`src/sv/hsvs_pkg.sv`:
```
// shared types for the hsv sector to rgb converter
package hsvs_pkg;

  typedef enum logic [2:0] {
    SEC_RY = 3'd0,
    SEC_YG = 3'd1,
    SEC_GC = 3'd2,
    SEC_CB = 3'd3,
    SEC_BM = 3'd4,
    SEC_MR = 3'd5
  } sector_t;

endpackage

```
`src/sv/hsv_sector_to_rgb_converter.sv`:
```
// top level of the hsv sector to rgb converter
// Converts one pixel per clock while the output is not held, from hue,
// saturation and intensity (unsigned fixed point with FRAC_BITS fraction
// bits, 1.0 = 1 << FRAC_BITS, values above 1.0 clamp to 1.0) to an 8-bit
// rgb triple. Sustained rate is one transfer per cycle on both sides while
// rgb_ready stays high. An input transfer passes one front register after
// the min-channel multiply, the four-entry queue, one register after the
// ramp multiply and the output register before its result is offered. The
// queue lets the front keep accepting pixels while the output is held.
module hsv_sector_to_rgb_converter
  import hsvs_pkg::*;
#(
  parameter int FRAC_BITS = 16
) (
  input  logic                 clk,
  input  logic                 rst,
  input  logic                 pix_valid,
  output logic                 pix_ready,
  input  logic [FRAC_BITS-1:0] hue,
  input  logic [FRAC_BITS:0]   saturation,
  input  logic [FRAC_BITS:0]   intensity,
  output logic                 rgb_valid,
  input  logic                 rgb_ready,
  output logic [7:0]           red,
  output logic [7:0]           green,
  output logic [7:0]           blue
);

  localparam int F       = FRAC_BITS;
  localparam int Q_DEPTH = 4;
  localparam int Q_WIDTH = 3 + F + (F + 1) + (2 * F + 2);

  logic               f_valid;
  logic               f_ready;
  sector_t            f_sector;
  logic [F-1:0]       f_frac;
  logic [F:0]         f_value;
  logic [2*F+1:0]     f_lo_prod;

  logic               q_valid;
  logic               q_ready;
  logic [Q_WIDTH-1:0] q_wr_data;
  logic [Q_WIDTH-1:0] q_rd_data;
  sector_t            q_sector;
  logic [F-1:0]       q_frac;
  logic [F:0]         q_value;
  logic [2*F+1:0]     q_lo_prod;

  hsvs_front #(.FRAC_BITS(F)) u_front (
    .clk         (clk),
    .rst         (rst),
    .pix_valid   (pix_valid),
    .pix_ready   (pix_ready),
    .hue         (hue),
    .saturation  (saturation),
    .intensity   (intensity),
    .cls_valid   (f_valid),
    .cls_ready   (f_ready),
    .cls_sector  (f_sector),
    .cls_frac    (f_frac),
    .cls_value   (f_value),
    .cls_lo_prod (f_lo_prod)
  );

  assign q_wr_data = {f_sector, f_frac, f_value, f_lo_prod};

  hsvs_queue #(.WIDTH(Q_WIDTH), .DEPTH(Q_DEPTH)) u_queue (
    .clk      (clk),
    .rst      (rst),
    .wr_valid (f_valid),
    .wr_ready (f_ready),
    .wr_data  (q_wr_data),
    .rd_valid (q_valid),
    .rd_ready (q_ready),
    .rd_data  (q_rd_data)
  );

  assign q_sector  = sector_t'(q_rd_data[Q_WIDTH-1 -: 3]);
  assign q_frac    = q_rd_data[Q_WIDTH-4 -: F];
  assign q_value   = q_rd_data[2*F+2 +: F+1];
  assign q_lo_prod = q_rd_data[2*F+1:0];

  hsvs_back #(.FRAC_BITS(F)) u_back (
    .clk         (clk),
    .rst         (rst),
    .cls_valid   (q_valid),
    .cls_ready   (q_ready),
    .cls_sector  (q_sector),
    .cls_frac    (q_frac),
    .cls_value   (q_value),
    .cls_lo_prod (q_lo_prod),
    .rgb_valid   (rgb_valid),
    .rgb_ready   (rgb_ready),
    .red         (red),
    .green       (green),
    .blue        (blue)
  );

endmodule

```
`src/sv/hsvs_front.sv`:
```
// front stage: input clamp, sector split and min-channel product
module hsvs_front
  import hsvs_pkg::*;
#(
  parameter int FRAC_BITS = 16
) (
  input  logic                   clk,
  input  logic                   rst,
  input  logic                   pix_valid,
  output logic                   pix_ready,
  input  logic [FRAC_BITS-1:0]   hue,
  input  logic [FRAC_BITS:0]     saturation,
  input  logic [FRAC_BITS:0]     intensity,
  output logic                   cls_valid,
  input  logic                   cls_ready,
  output sector_t                cls_sector,
  output logic [FRAC_BITS-1:0]   cls_frac,
  output logic [FRAC_BITS:0]     cls_value,
  output logic [2*FRAC_BITS+1:0] cls_lo_prod
);

  localparam int F = FRAC_BITS;
  localparam logic [F:0] ONE_FX = (F+1)'(1) << F;

  logic           adv;
  logic [F:0]     sat_c;
  logic [F:0]     val_c;
  logic [F:0]     one_minus_s;
  logic [F+2:0]   hue6;
  logic [2*F+1:0] lo_prod_next;

  always_comb begin
    sat_c        = (saturation > ONE_FX) ? ONE_FX : saturation;
    val_c        = (intensity > ONE_FX) ? ONE_FX : intensity;
    one_minus_s  = ONE_FX - sat_c;
    hue6         = {1'b0, hue, 2'b00} + {2'b00, hue, 1'b0};
    lo_prod_next = {{(F+1){1'b0}}, val_c} * {{(F+1){1'b0}}, one_minus_s};
  end

  assign adv       = !cls_valid || cls_ready;
  assign pix_ready = adv;

  always_ff @(posedge clk) begin
    if (rst) begin
      cls_valid <= 1'b0;
    end else if (adv) begin
      cls_valid <= pix_valid;
    end
  end

  always_ff @(posedge clk) begin
    if (adv && pix_valid) begin
      cls_sector  <= sector_t'(hue6[F+2:F]);
      cls_frac    <= hue6[F-1:0];
      cls_value   <= val_c;
      cls_lo_prod <= lo_prod_next;
    end
  end

endmodule

```
`src/sv/hsvs_queue.sv`:
```
// short queue between the front and back stages
module hsvs_queue #(
  parameter int WIDTH = 8,
  parameter int DEPTH = 4
) (
  input  logic             clk,
  input  logic             rst,
  input  logic             wr_valid,
  output logic             wr_ready,
  input  logic [WIDTH-1:0] wr_data,
  output logic             rd_valid,
  input  logic             rd_ready,
  output logic [WIDTH-1:0] rd_data
);

  localparam int PTR_W = (DEPTH > 1) ? $clog2(DEPTH) : 1;
  localparam int CNT_W = $clog2(DEPTH + 1);

  logic [WIDTH-1:0] slots [DEPTH];
  logic [PTR_W-1:0] wr_ptr;
  logic [PTR_W-1:0] rd_ptr;
  logic [CNT_W-1:0] count;
  logic             push;
  logic             pop;

  assign wr_ready = count != CNT_W'(DEPTH);
  assign rd_valid = count != '0;
  assign rd_data  = slots[rd_ptr];
  assign push     = wr_valid && wr_ready;
  assign pop      = rd_valid && rd_ready;

  always_ff @(posedge clk) begin
    if (rst) begin
      wr_ptr <= '0;
      rd_ptr <= '0;
      count  <= '0;
    end else begin
      if (push) begin
        wr_ptr <= (wr_ptr == PTR_W'(DEPTH - 1)) ? '0 : wr_ptr + PTR_W'(1);
      end
      if (pop) begin
        rd_ptr <= (rd_ptr == PTR_W'(DEPTH - 1)) ? '0 : rd_ptr + PTR_W'(1);
      end
      if (push && !pop) begin
        count <= count + CNT_W'(1);
      end else if (pop && !push) begin
        count <= count - CNT_W'(1);
      end
    end
  end

  always_ff @(posedge clk) begin
    if (push) begin
      slots[wr_ptr] <= wr_data;
    end
  end

  assert property (@(posedge clk) disable iff (rst) count <= CNT_W'(DEPTH))
    else $error("queue count beyond depth");

  assert property (@(posedge clk) disable iff (rst)
    push && !pop |=> count == $past(count) + CNT_W'(1))
    else $error("queue count missed a push");

  assert property (@(posedge clk) disable iff (rst)
    pop && !push |=> count == $past(count) - CNT_W'(1))
    else $error("queue count missed a pop");

endmodule

```
`src/sv/hsvs_back.sv`:
```
// back stages: ramp product, sector select and byte scaling
module hsvs_back
  import hsvs_pkg::*;
#(
  parameter int FRAC_BITS = 16
) (
  input  logic                   clk,
  input  logic                   rst,
  input  logic                   cls_valid,
  output logic                   cls_ready,
  input  sector_t                cls_sector,
  input  logic [FRAC_BITS-1:0]   cls_frac,
  input  logic [FRAC_BITS:0]     cls_value,
  input  logic [2*FRAC_BITS+1:0] cls_lo_prod,
  output logic                   rgb_valid,
  input  logic                   rgb_ready,
  output logic [7:0]             red,
  output logic [7:0]             green,
  output logic [7:0]             blue
);

  localparam int F = FRAC_BITS;
  localparam logic [2*F+1:0] HALF_LO = (2*F+2)'(1) << (F-1);
  localparam logic [2*F:0]   HALF_RP = (2*F+1)'(1) << (F-1);
  localparam logic [F+8:0]   HALF_BY = (F+9)'(1) << (F-1);

  function automatic logic [7:0] to_byte(input logic [F:0] c);
    logic [F+8:0] scaled;
    logic [F+8:0] rounded;
    scaled  = {c, 8'h00} - {8'h00, c};
    rounded = scaled + HALF_BY;
    to_byte = (rounded[F+8:F] > 9'd255) ? 8'hff : rounded[F+7:F];
  endfunction

  // ramp stage
  logic           a_valid;
  logic           a_adv;
  sector_t        a_sector;
  logic [F:0]     a_value;
  logic [F:0]     a_lo;
  logic [2*F:0]   a_ramp_prod;
  logic [2*F+1:0] lo_sum;
  logic [F:0]     lo_next;
  logic [F:0]     diff;
  logic [2*F:0]   ramp_prod_next;

  // output stage
  logic           b_adv;
  logic [2*F:0]   ramp_sum;
  logic [F:0]     ramp;
  logic [F:0]     up;
  logic [F:0]     down;
  logic [F:0]     r_c;
  logic [F:0]     g_c;
  logic [F:0]     b_c;

  always_comb begin
    lo_sum         = cls_lo_prod + HALF_LO;
    lo_next        = lo_sum[2*F:F];
    diff           = cls_value - lo_next;
    ramp_prod_next = {{F{1'b0}}, diff} * {{(F+1){1'b0}}, cls_frac};
  end

  assign b_adv     = !rgb_valid || rgb_ready;
  assign a_adv     = !a_valid || b_adv;
  assign cls_ready = a_adv;

  always_ff @(posedge clk) begin
    if (rst) begin
      a_valid <= 1'b0;
    end else if (a_adv) begin
      a_valid <= cls_valid;
    end
  end

  always_ff @(posedge clk) begin
    if (a_adv && cls_valid) begin
      a_sector    <= cls_sector;
      a_value     <= cls_value;
      a_lo        <= lo_next;
      a_ramp_prod <= ramp_prod_next;
    end
  end

  always_comb begin
    ramp_sum = a_ramp_prod + HALF_RP;
    ramp     = ramp_sum[2*F:F];
    up       = a_lo + ramp;
    down     = a_value - ramp;
    unique case (a_sector)
      SEC_RY: begin
        r_c = a_value; g_c = up;      b_c = a_lo;
      end
      SEC_YG: begin
        r_c = down;    g_c = a_value; b_c = a_lo;
      end
      SEC_GC: begin
        r_c = a_lo;    g_c = a_value; b_c = up;
      end
      SEC_CB: begin
        r_c = a_lo;    g_c = down;    b_c = a_value;
      end
      SEC_BM: begin
        r_c = up;      g_c = a_lo;    b_c = a_value;
      end
      default: begin
        r_c = a_value; g_c = a_lo;    b_c = down;
      end
    endcase
  end

  always_ff @(posedge clk) begin
    if (rst) begin
      rgb_valid <= 1'b0;
    end else if (b_adv) begin
      rgb_valid <= a_valid;
    end
  end

  always_ff @(posedge clk) begin
    if (b_adv && a_valid) begin
      red   <= to_byte(r_c);
      green <= to_byte(g_c);
      blue  <= to_byte(b_c);
    end
  end

  assert property (@(posedge clk) disable iff (rst) a_valid |-> a_lo <= a_value)
    else $error("min channel above intensity");

endmodule
```
`config.mk`:
```
export PLATFORM = sky130hd
export DESIGN_NAME = hsv_sector_to_rgb_converter
export DESIGN_NICKNAME = d
export VERILOG_FILES = /design/src/sv/hsvs_pkg.sv /design/src/sv/hsv_sector_to_rgb_converter.sv /design/src/sv/hsvs_front.sv /design/src/sv/hsvs_queue.sv /design/src/sv/hsvs_back.sv
export SDC_FILE = /design/constraint.sdc
export NUM_CORES = 2
export LEC_CHECK = 0
export BUFFER_PORTS_ARGS = -buffer_cell sky130_fd_sc_hd__buf_2
export CAP_MARGIN = 20
export CORE_MARGIN = 2
export CORE_UTILIZATION = 65
export DETAILED_ROUTE_END_ITERATION = 12
export MAX_ROUTING_LAYER = met4
export PLACE_DENSITY = 0.82
export RECOVER_POWER = 50
export SETUP_SLACK_MARGIN = 0.15
export SYNTH_ARGS = -nofsm -noshare
export SYNTH_HDL_FRONTEND = slang
export SYNTH_SLANG_ARGS = --single-unit
```
`constraint.sdc`:
```
create_clock -name clk -period 26.4 [get_ports clk]
set_input_delay 1.32 -clock clk [delete_from_list [all_inputs] [get_ports clk]]
set_output_delay 1.32 -clock clk [all_outputs]
set_load 0.005 [all_outputs]
```
==> results.toml <==
[synthesis]
synth_seq_area_share_pct = 28.2
synth_cell_type_count = 94
synthArstFlopShare_pct = 0
syn_area_sq_um = 37400
netlist_instances = 3709
syn_nets = 4534
synthFlopType = "edfxtp_1"
synth_top_area_share_pct = 27.6
ys_top_cells_by_area = "edfxtp_1, fa_1, ha_1"
synth_edf_count = 344
yosysTopAreaCell = "edfxtp_1"
synth-seq-cells = 356
synth.avg_cell_area_sq_um = 10.1
ys_warn_count = 0

[placed_design]
place_ws_ns = 14.67
dp_hpwl_microns = 71700
place.port_buffers = 79
dp.cells = 4472
gp_congestion = 1.02

[final_layout]
fillers = 4072
final_cell_mix = "inv_1, fa_1, nand2_1"
area_growth_pct = 6.67
fin_util_pct = 70.5
layout-drive-gt1-share_pct = 7.29
final_cell_count_no_fill = 4542
final_common_cell = "inv_1"
nets = 4582

[clocking]
clock_sinks = 356
post-cts-setup-buffer-count = 0
htree_levels = 2
cts.path.max_buffers = 3
cts_root_buf = "clkbuf_16"
cts_hold_buf = 0
cts_tree = "built"
cts_inserted_buffers = 37
clk_pin_slew_ns = 0.06
cts_resized = 0
clk_latency_ns = 0.58

[critical_path]
arrival_ns = 12.10
cpMostUsedCell = "fa_1"
crit_type = "reg2reg"
critPathLaunchType = "register"
endpoint_kind = "register"
cp_data_required_time_ns = 26.71
critPathMaxFanout = 51
slowest_stage = "dfxtp_1"
slowest_delay_ns = 0.96

[global_routing]
grt-ovfl-total = 0
antenna_found_initial = 1
grt_pass1_wl_microns = 151000
grt_pass1_vias = 28245
grt_max_degree = 65
track_usage_pct = 33.6

[timing]
rsz0062_at_grt = "false"
maxSlewViolCount = 112
setup_viol = 0
tns_ns = 0
finClkSkew_ns = 0.0300
period_share_pct = 44.6
hold_viol = 0
fin_crit_ns = 11.78
slew_headroom_pct = -119
fin_ws_ns = 14.62
max_freq_ghz = 0.0849
worst_pin_slew_ns = 3.29

[routing]
first_pass_iters = 8
vias = 27634
antenna_left = 0
avgRoutedWirePerCell_microns = 20.9
wirelength_microns = 95100
drt_iter0_markers = 2591
drc = 0
vias_per_cell = 6.08

[outcome]
failed_checks = "max-capacitance violations, max-slew violations"
status = "finished, violations left"

[floorplan]
fp.dieH_microns = 244
fp.dieArea_sq_um = 59500
core.rowCount = 87
start_util_pct = 66.1
io_pins = 80
core_area_sq_um = 56600
fp.dieW_microns = 244

[hold_path]
hold_path.class = "reg2reg"

[job]
max_cap_viol_count = 2
[cell type report]
| type | count | area, sq um | area share, % |
|---|---|---|---|
| repair buffers | 119 | 681 | 1.70 |
| well taps | 756 | 946 | 2.37 |
| clock buffers | 43 | 948 | 2.38 |
| flip-flops and latches | 356 | 10600 | 26.5 |
| multi-input cells | 2609 | 24100 | 60.3 |
| inverters | 634 | 2380 | 5.96 |
| diodes | 1 | 2.50 | 0.00627 |
| clock inverters | 24 | 335 | 0.840 |
[per-stage QoR]
| stage | area [sq um] | hold WS, ns |
|---|---|---|
| after global routing | 39900 | 0.499 |
| after CTS | 39900 | 0.490 |
| after global placement | 38600 | 0.474 |
| final | 39900 | 0.491 |
| after detailed placement | 38600 | 0.482 |
| after floorplan | 37400 | 0.454 |
[metal layers]
metal | global-route usage, % | vias to the layer above | routed length, microns
li1 | - | 12405 | -
met1 | 41.9 | 13544 | 36400
met2 | 54.7 | 1348 | 46300
met3 | 5.45 | 337 | 7870
met4 | 14.2 | 0 | 4530
met5 | - | - | 0
[flip-flops by register name, indices dropped and copies added, names as in the netlist, named ones only]
signal	cells
u_queue.slots	212
u_back.a_ramp_prod	18
u_front.cls_lo_prod	18
u_back.a_lo	17
u_back.a_value	17
u_front.cls_value	17
u_front.cls_frac	15
u_back.blue	8
u_back.green	8
u_back.red	8
u_back.a_sector	3
u_front.cls_sector	3
u_queue.count	3
u_queue.rd_ptr	2
u_queue.wr_ptr	2
u_back.a_valid	1
u_back.rgb_valid	1
u_front.cls_valid	1
[final timing paths]
check	start	endpoint	slack, ns	depth (start not counted)
setup / recovery	register	u_back.a_ramp_prod[32]$_DFFE_PP_	14.62	37
hold / removal	u_front.cls_frac[13]$_DFFE_PP_	u_queue.slots[1][64]$_DFFE_PP_	0.49	0
setup reg to reg	register	u_back.a_ramp_prod[32]$_DFFE_PP_	14.62	37
hold reg to reg	u_front.cls_frac[13]$_DFFE_PP_	u_queue.slots[1][64]$_DFFE_PP_	0.49	0
[cell usage after synthesis (12+ instances only)]
cell / number
or2_2: 21
xnor2_1: 97
a21oi_1: 103
buf_1: 17
a31oi_1: 19
o21bai_1: 12
and2_1: 43
nor2b_1: 29
inv_1: 632
o21ai_0: 86
a21o_1: 56
xor2_1: 66
mux2_2: 15
clkbuf_1: 74
fa_1: 419
nor3_1: 42
nand4_1: 17
edfxtp_1: 344
dfxtp_1: 12
o22ai_1: 13
a211oi_1: 19
or3_1: 15
o21ai_1: 13
ha_1: 352
nor2_1: 360
o21a_1: 29
nand3_1: 34
nand2b_1: 52
mux4_2: 38
and3_1: 21
mux2i_1: 33
buf_2: 16
nand2_1: 416
[critical path: cells and delay by family, from the launching register on]
| family | cells | cell delay (ns) |
|---|---|---|
| adder cells (fa/ha/maj) | 9 | 3.95 |
| AO/OA/AOI/OAI | 15 | 3.51 |
| buffers and inverters | 5 | 1.15 |
| flip-flops | 1 | 0.96 |
| AND/OR/NAND/NOR | 4 | 0.70 |
| multiplexers | 1 | 0.65 |
| XOR/XNOR | 3 | 0.58 |
[kinds of logic (layout without fill, tap and decap cells)]
logic type / after synthesis / count (layout) / synth area share (%)
AO/OA/AOI/OAI: 490 / 490 / 8.95
XOR/XNOR: 168 / 168 / 4.11
adder cells (fa/ha/maj): 772 / 772 / 34.2
buffers and inverters: 744 / 820 / 7.57
flip-flops: 356 / 356 / 28.2
multiplexers: 92 / 92 / 4.04
other: 0 / 1 / 0
AND/OR/NAND/NOR: 1087 / 1087 / 12.9
Power is left out: the tool's default activity adds up to more than one toggle a clock period on the data nets, which glitch-free logic cannot reach.
